===== config.mk =====
export PLATFORM = sky130hd
export DESIGN_NAME = cbp_div
export DESIGN_NICKNAME = d
export VERILOG_FILES = /design/src/cbp_pkg.sv /design/src/cbp_div.sv
export SDC_FILE = /design/constraint.sdc
export NUM_CORES = 2
export LEC_CHECK = 0
export ABC_CLOCK_PERIOD_IN_PS = 3400
export BUFFER_PORTS_ARGS = -buffer_cell sky130_fd_sc_hd__buf_4
export CELL_PAD_IN_SITES_DETAIL_PLACEMENT = 1
export CELL_PAD_IN_SITES_GLOBAL_PLACEMENT = 1
export CORE_MARGIN = 10
export CORE_UTILIZATION = 47
export DETAILED_ROUTE_END_ITERATION = 10
export GPL_TIMING_DRIVEN = 0
export PLACE_DENSITY = 0.84
export SYNTH_ARGS = -nofsm -noshare
export SYNTH_HDL_FRONTEND = slang
export SYNTH_SLANG_ARGS = --single-unit

===== constraint.sdc =====
create_clock -name clk_i -period 3.4 [get_ports clk_i]
set_input_delay 0 -clock clk_i [delete_from_list [all_inputs] [get_ports clk_i]]
set_output_delay 0 -clock clk_i [all_outputs]
set_load 0.01 [all_outputs]

===== src/cbp_pkg.sv =====
// Shared constants and types for the capsule versus box penetration pipeline.
// No dependencies; used by the top level and its square root and divide pipes.
package cbp_pkg;

  localparam int unsigned SQRT_STAGES = 31;
  localparam int unsigned DIV_STAGES  = 17;
  localparam int unsigned VAL_W       = 31;
  localparam int unsigned SQ_W        = 62;
  localparam int unsigned NUM_W       = VAL_W + 16;
  localparam int unsigned QUO_W       = DIV_STAGES;
  localparam int unsigned NRM_W       = 18;
  localparam logic [QUO_W-1:0] ONE_Q16 = QUO_W'(65536);

  typedef enum logic [1:0] {
    ST_OK     = 2'd0,
    ST_BOX    = 2'd1,
    ST_RADIUS = 2'd2
  } status_e;

endpackage


===== src/cbp_div.sv =====
// Pipelined restoring divider, one quotient bit per register stage.
// Depends on cbp_pkg for the stage count and widths.
module cbp_div (
  input  logic                       clk_i,
  input  logic                       en_i,
  input  logic [cbp_pkg::NUM_W-1:0]  num_i,
  input  logic [cbp_pkg::VAL_W-1:0]  den_i,
  output logic [cbp_pkg::QUO_W-1:0]  q_o
);
  import cbp_pkg::*;

  logic [NUM_W-1:0] rem_in [DIV_STAGES];
  logic [VAL_W-1:0] den_in [DIV_STAGES];
  logic [QUO_W-1:0] quo_in [DIV_STAGES];
  logic [NUM_W-1:0] rem_q  [DIV_STAGES];
  logic [VAL_W-1:0] den_q  [DIV_STAGES];
  logic [QUO_W-1:0] quo_q  [DIV_STAGES];

  assign rem_in[0] = num_i;
  assign den_in[0] = den_i;
  assign quo_in[0] = '0;

  for (genvar k = 0; k < DIV_STAGES; k++) begin : g_step
    localparam int unsigned Sh = DIV_STAGES - 1 - k;
    logic [NUM_W:0] bound;
    logic           take;
    if (k > 0) begin : g_link
      assign rem_in[k] = rem_q[k-1];
      assign den_in[k] = den_q[k-1];
      assign quo_in[k] = quo_q[k-1];
    end
    assign bound = (NUM_W+1)'(den_in[k]) << Sh;
    assign take  = ({1'b0, rem_in[k]} >= bound);
    always_ff @(posedge clk_i) begin
      if (en_i) begin
        rem_q[k] <= take ? NUM_W'({1'b0, rem_in[k]} - bound) : rem_in[k];
        den_q[k] <= den_in[k];
        quo_q[k] <= take ? (quo_in[k] | (QUO_W'(1) << Sh)) : quo_in[k];
      end
    end
  end

  assign q_o = quo_q[DIV_STAGES-1];

endmodule


**After elaboration in Yosys (flattened, before gate mapping)**

Memory sizes are Yosys's and may differ from the RTL's.
Index checks and enable logic that the tools add are counted.

- Flip-flop bits (word level): 0
- Memory bits (writable): 1,615
- Output and inout bits: 17
- Memories: 3

Memories:

| name | depth | bits a word | rd ports | clocked after memory_dff | write ports | RTL line | RTL |
|---|---|---|---|---|---|---|---|
| rem_q | 17 | 47 | 16 | 0 | 17 | cbp_div.sv:15 | `logic [NUM_W-1:0] rem_q [DIV_STAGES];` |
| den_q | 17 | 31 | 16 | 0 | 17 | cbp_div.sv:16 | `logic [VAL_W-1:0] den_q [DIV_STAGES];` |
| quo_q | 17 | 17 | 17 | 0 | 17 | cbp_div.sv:17 | `logic [QUO_W-1:0] quo_q [DIV_STAGES];` |

- Add/subtract/negate cells: 17
- Magnitude comparators: 17
- Multiplexer cells: 36

Operators by type and width:

| kind | number |
|---|---|
| $mux 47 | 17 |
| $ge 47x31->1 | 1 |
| $ge 47x32->1 | 1 |
| $ge 47x33->1 | 1 |
| $ge 47x34->1 | 1 |
| $ge 47x35->1 | 1 |
| $ge 47x36->1 | 1 |
| $ge 47x37->1 | 1 |
| $ge 47x38->1 | 1 |
| $ge 47x39->1 | 1 |
| $ge 47x40->1 | 1 |
| $ge 47x41->1 | 1 |
| $ge 47x42->1 | 1 |
| $ge 47x43->1 | 1 |
| $ge 47x44->1 | 1 |
| $ge 47x45->1 | 1 |
| $ge 47x46->1 | 1 |
| $ge 47x47->1 | 1 |
| $sub 47x31->47 | 1 |
| $sub 47x32->47 | 1 |
| $sub 47x33->47 | 1 |
| $sub 47x34->47 | 1 |
| $sub 47x35->47 | 1 |
| $sub 47x36->47 | 1 |
| 28 further kinds | 30 |

**Logic depth before layout (Yosys ltp)**

An unclocked memory read counts as a cell.

- Depth after elaboration: 3
- Gate-level depth with buffers: 17

**Worst setup path after synthesis**

No wires, ideal clock.

- Path type: reg-to-reg
- Start: memory rem_q[0][199] in the netlist's numbering
- End: memory rem_q[0][276] in the netlist's numbering (data pin)
- Arrival: 3.423 ns
- Setup slack: -0.283 ns
- Cell stages (with the launch flop): 16
- Period minus slack after synthesis: 3.683 ns
- Cells stage by stage: edfxtp_1 -> inv_1 -> ha_1 -> inv_1 -> fa_1 -> a211oi_1 -> o211ai_1 -> a21oi_1 -> o21ai_0 -> a221oi_1 -> o21ai_0 -> a2111o_1 -> o21ai_0 -> o21ai_0 -> xor2_1 -> mux2_2

RTL lines:

| what | RTL line |
|---|---|
| from (decl) | cbp_div.sv:15 |

==> impl_metrics.yaml <==
pwr:
  power_density_nw_per_um2: 869.0
  ir_drop_mv: 0.5782
  p_int_mw: 53.26
  clkPwrFrac_pct: 20.0
  p_leak_nw: 40.43
  power.share.sequential_pct: 31.9
  p_sw_mw: 35.24
  netSwitchingFraction_pct: 39.82
  p_comb_share_pct: 48.0
logic_synthesis:
  synthAdderAreaFrac_pct: 8.829
  ys_seq_elements: 1401
  netlist_area_um2: 78310
  synthArstFlopShare_pct: 0
  synth-compound-area-share_pct: 15.07
  synth_mux_area_share_pct: 1.069
  syn-num-nets: 7750
  yosysWarnings: 0
  synth.most_common_cell: "edfxtp_1"
  ys_types: 101
  synth_xor_area_share_pct: 6.006
  yosysTopAreaCellShare_pct: 53.72
  synth-simple-area-share_pct: 11.13
  synthTopCellsByCount: "1401 x edfxtp_1, 649 x inv_1, 616 x nand2_1"
  avgSynthCellArea_um2: 10.99
  ys.flop_type: "edfxtp_1"
  synth-edff-count: 1401
  synth.area.top_cells: "edfxtp_1 54%, ha_1 8.4%, a21oi_1 3.7%"
  synth_top_family_by_area: "compound AO/OA/AOI/OAI gates"
  netlist_instances: 7127
  yosysTopAreaCell: "edfxtp_1"
  yosysSeqAreaShare_pct: 53.72
finish:
  fin_nets: 8638
  drive_gt1_share_pct: 25.91
  finalNonFillerCells: 10340
  area_growth_pct: 30.03
  design_area_um2: 101800
  nFillCells: 16440
setup_path:
  start_kind: "flop"
  critical_path_required_ns: 3.96
  crit_type: "flop to flop"
  r2r_end: "rem_q[0][367]"
  worstPathArrival_ns: 5.31
  reg2regPathDepth: 9
  r2r_slack_ns: -1.35
  rr_startpoint: "rem_q[0][293]"
  worstSetupEndpointType: "flop"
  path_max_fanout: 5
floorplan:
  initial_core_util_pct: 47.36
  die_x_um: 428.2
  dieArea_um2: 183400
  die_h_um: 428.2
  core_um2: 165400
  fp-row-count: 149
  ios: 97
global_route:
  grt_antenna_before_repair: 6
  grtUsageTotal_pct: 26.88
  grt_max_degree: 205
  grt_pass1_vias: 66520
  grt_pass1_wl_mm: 385.8
  overflow: 0
clock_network:
  clock-root-buffer: "clkbuf_16"
  cts.sinks: 1401
  clk_latency_ns: 0.84
  cts_tree: "done"
  clk_pin_slew_ns: 0.08
  clk_path_buf_depth: 3
  htree_levels: 4
  cts_buffers: 159
routing:
  dr_wl_met2_mm: 153.6
  antenna_left: 0
  drt_pass1_iterations: 8
  wl_met1_mm: 87.73
  drc_errors: 0
  via_count: 62390
  drtIter0Drc: 4531
  wl_met3_mm: 12.38
  maxUsedRoutingLayer: "met5"
  wl_mm: 287.9
  vias_per_cell: 6.034
  wl_per_cell_um: 27.85
placement:
  dpl.hpwl_mm: 167.3
  gp_congestion: 0.9657
  dp_cells: 9423
  numPortBuffers: 96
  dpl_cell_area_um2: 82190
timing:
  finalCritPeriodShare_pct: 139.8
  hold_violations: 0
  clock.fmax_mhz: 210.4
  worst_pin_slew_ns: 1.535
  fin_skew_ns: 0.06523
  rsz0062_at_grt: "true"
  finalCriticalPeriod_ns: 4.752
  setup_viol: 605
  relSlewSlack_pct: -3.810
  drv_slew: 2
  fin_ws_ns: -1.352
outcome:
  violations: "max-capacitance violations, max-slew violations, negative setup slack"
  outcome: "finished with violations"
hold_path:
  hp-start: "num_i[44]"
  hold_class: "input port to flop"
  hold_path_end: "rem_q[0][44]"
  whs_path_depth: 4
job:
  drv_cap: 1
-- cell families (layout without fill, tap and decap cells) --
| family | after synthesis | in the layout |
|---|---|---|
| other cells | 0 | 2 |
| mux | 75 | 75 |
| fa+ha+maj | 543 | 543 |
| buf+inv | 860 | 1881 |
| flops | 1401 | 1401 |
| compound gates | 1909 | 1909 |
| simple gates | 1802 | 1802 |
| xor+xnor | 537 | 537 |
-- power by group through the flow --
stage          registers [mW]  logic, mW  clock network [mW]
6_report                 28.3       42.5                17.7
3_5_place_dp             27.7       30.3                   0
3_3_place_gp             27.8       29.1                   0
2_1_floorplan            26.6       22.5                   0
4_1_cts                  27.6       35.6                17.4
5_1_grt                  28.5       45.6                18.5
-- worst max-delay path, cell delays in order (launching register included) --
cell	delay, ns
edfxtp_1	0.50
ha_1	0.50
nor4bb_2	1.33
nand4_1	0.38
nor3_4	0.46
nor3_1	0.28
nand2_8	0.30
buf_12	0.22
buf_8	0.14
mux2_4	0.29
-- state kept, by name (all words and copies together) (netlist names) --
signal	flops
rem_q	752
quo_q	153
den_q	496
-- layer usage --
layer | vias to the layer above | GRT usage (%)
li1 | 27940 | -
met1 | 30890 | 22.68
met2 | 2283 | 52.99
met3 | 1266 | 3.337
met4 | 10 | 25.38
met5 | - | 0
-- how the worst max path moves through the flow --
| stage | start | slack [ns] | end |
|---|---|---|---|
| 6_report | rem_q[0][293] | -1.35 | rem_q[0][367] |
| 3_3_place_gp | en_i | -9.78 | rem_q[0][43] |
| 4_1_cts | rem_q[0][433] | -0.67 | rem_q[0][509] |
| 5_1_grt | rem_q[0][293] | -1.48 | rem_q[0][367] |
| 3_5_place_dp | rem_q[0][355] | -2.64 | rem_q[0][411] |
| 2_1_floorplan | rem_q[0][199] | -0.08 | rem_q[0][276] |
-- final cells by class --
type	instances	area [um2]	area share, %
sequential	1401	42070	41.31
multi-input combinational	4866	39840	39.13
timing repair buffer	777	7765	7.625
clock buffer	193	4192	4.116
tap	2189	2739	2.690
inverter	652	2514	2.468
buffer	158	1650	1.621
clock inverter	101	1055	1.036
antenna	2	5.005	0.004915
-- stage by stage --
stage | utilization (%) | power, mW | setup slack [ns] | hold WS [ns] | TNS (ns)
2_1_floorplan | - | 49.11 | -0.08012 | 0.09887 | -0.08012
3_3_place_gp | 49.52 | 56.94 | -9.784 | 0.1886 | -
3_5_place_dp | 49.70 | 57.92 | -2.639 | 0.1896 | -1469.36
4_1_cts | 58.44 | 80.65 | -0.6683 | 0.002585 | -163.38
5_1_grt | 61.58 | 92.60 | -1.482 | 0.03709 | -284.47
6_report | 61.58 | 88.50 | -1.352 | 0.02776 | -215.42
-- cells in the final DEF (no fill, tap or decap), drive strengths merged, types with 17 or more instances in the layout --
master and instances:
nor2 394, inv 654, mux2 69, a21boi 17, ha 527, edfxtp 1401
clkinv 74, or4 24, o211ai 38, nand3 129, and4 19, nor3 99
o21bai 42, or3 25, buf 666, o31ai 39, a221oi 17, a31oi 53
and3 52, a211oi 43, a21oi 581, nand2 616, nand4 106, xor2 223
nand2b 73, dlygate4sd3 129, o21ai 554, and2 29, clkbuf 327, a21o 294
xnor2 314, nor2b 86, o21a 66, nor4 74
-- repair_timing --
item / in CTS / in global routing
endpoints found under the hold margin: 179 / 46
setup endpoints to repair: 964 / 964
hold buffers: 130 / 2
resized for setup: 1200 / 955
setup buffers: 273 / 252
pin swaps: 284 / 418
gates cloned: 36 / 14
No activity file was read; power rests on OpenSTA's default activity.
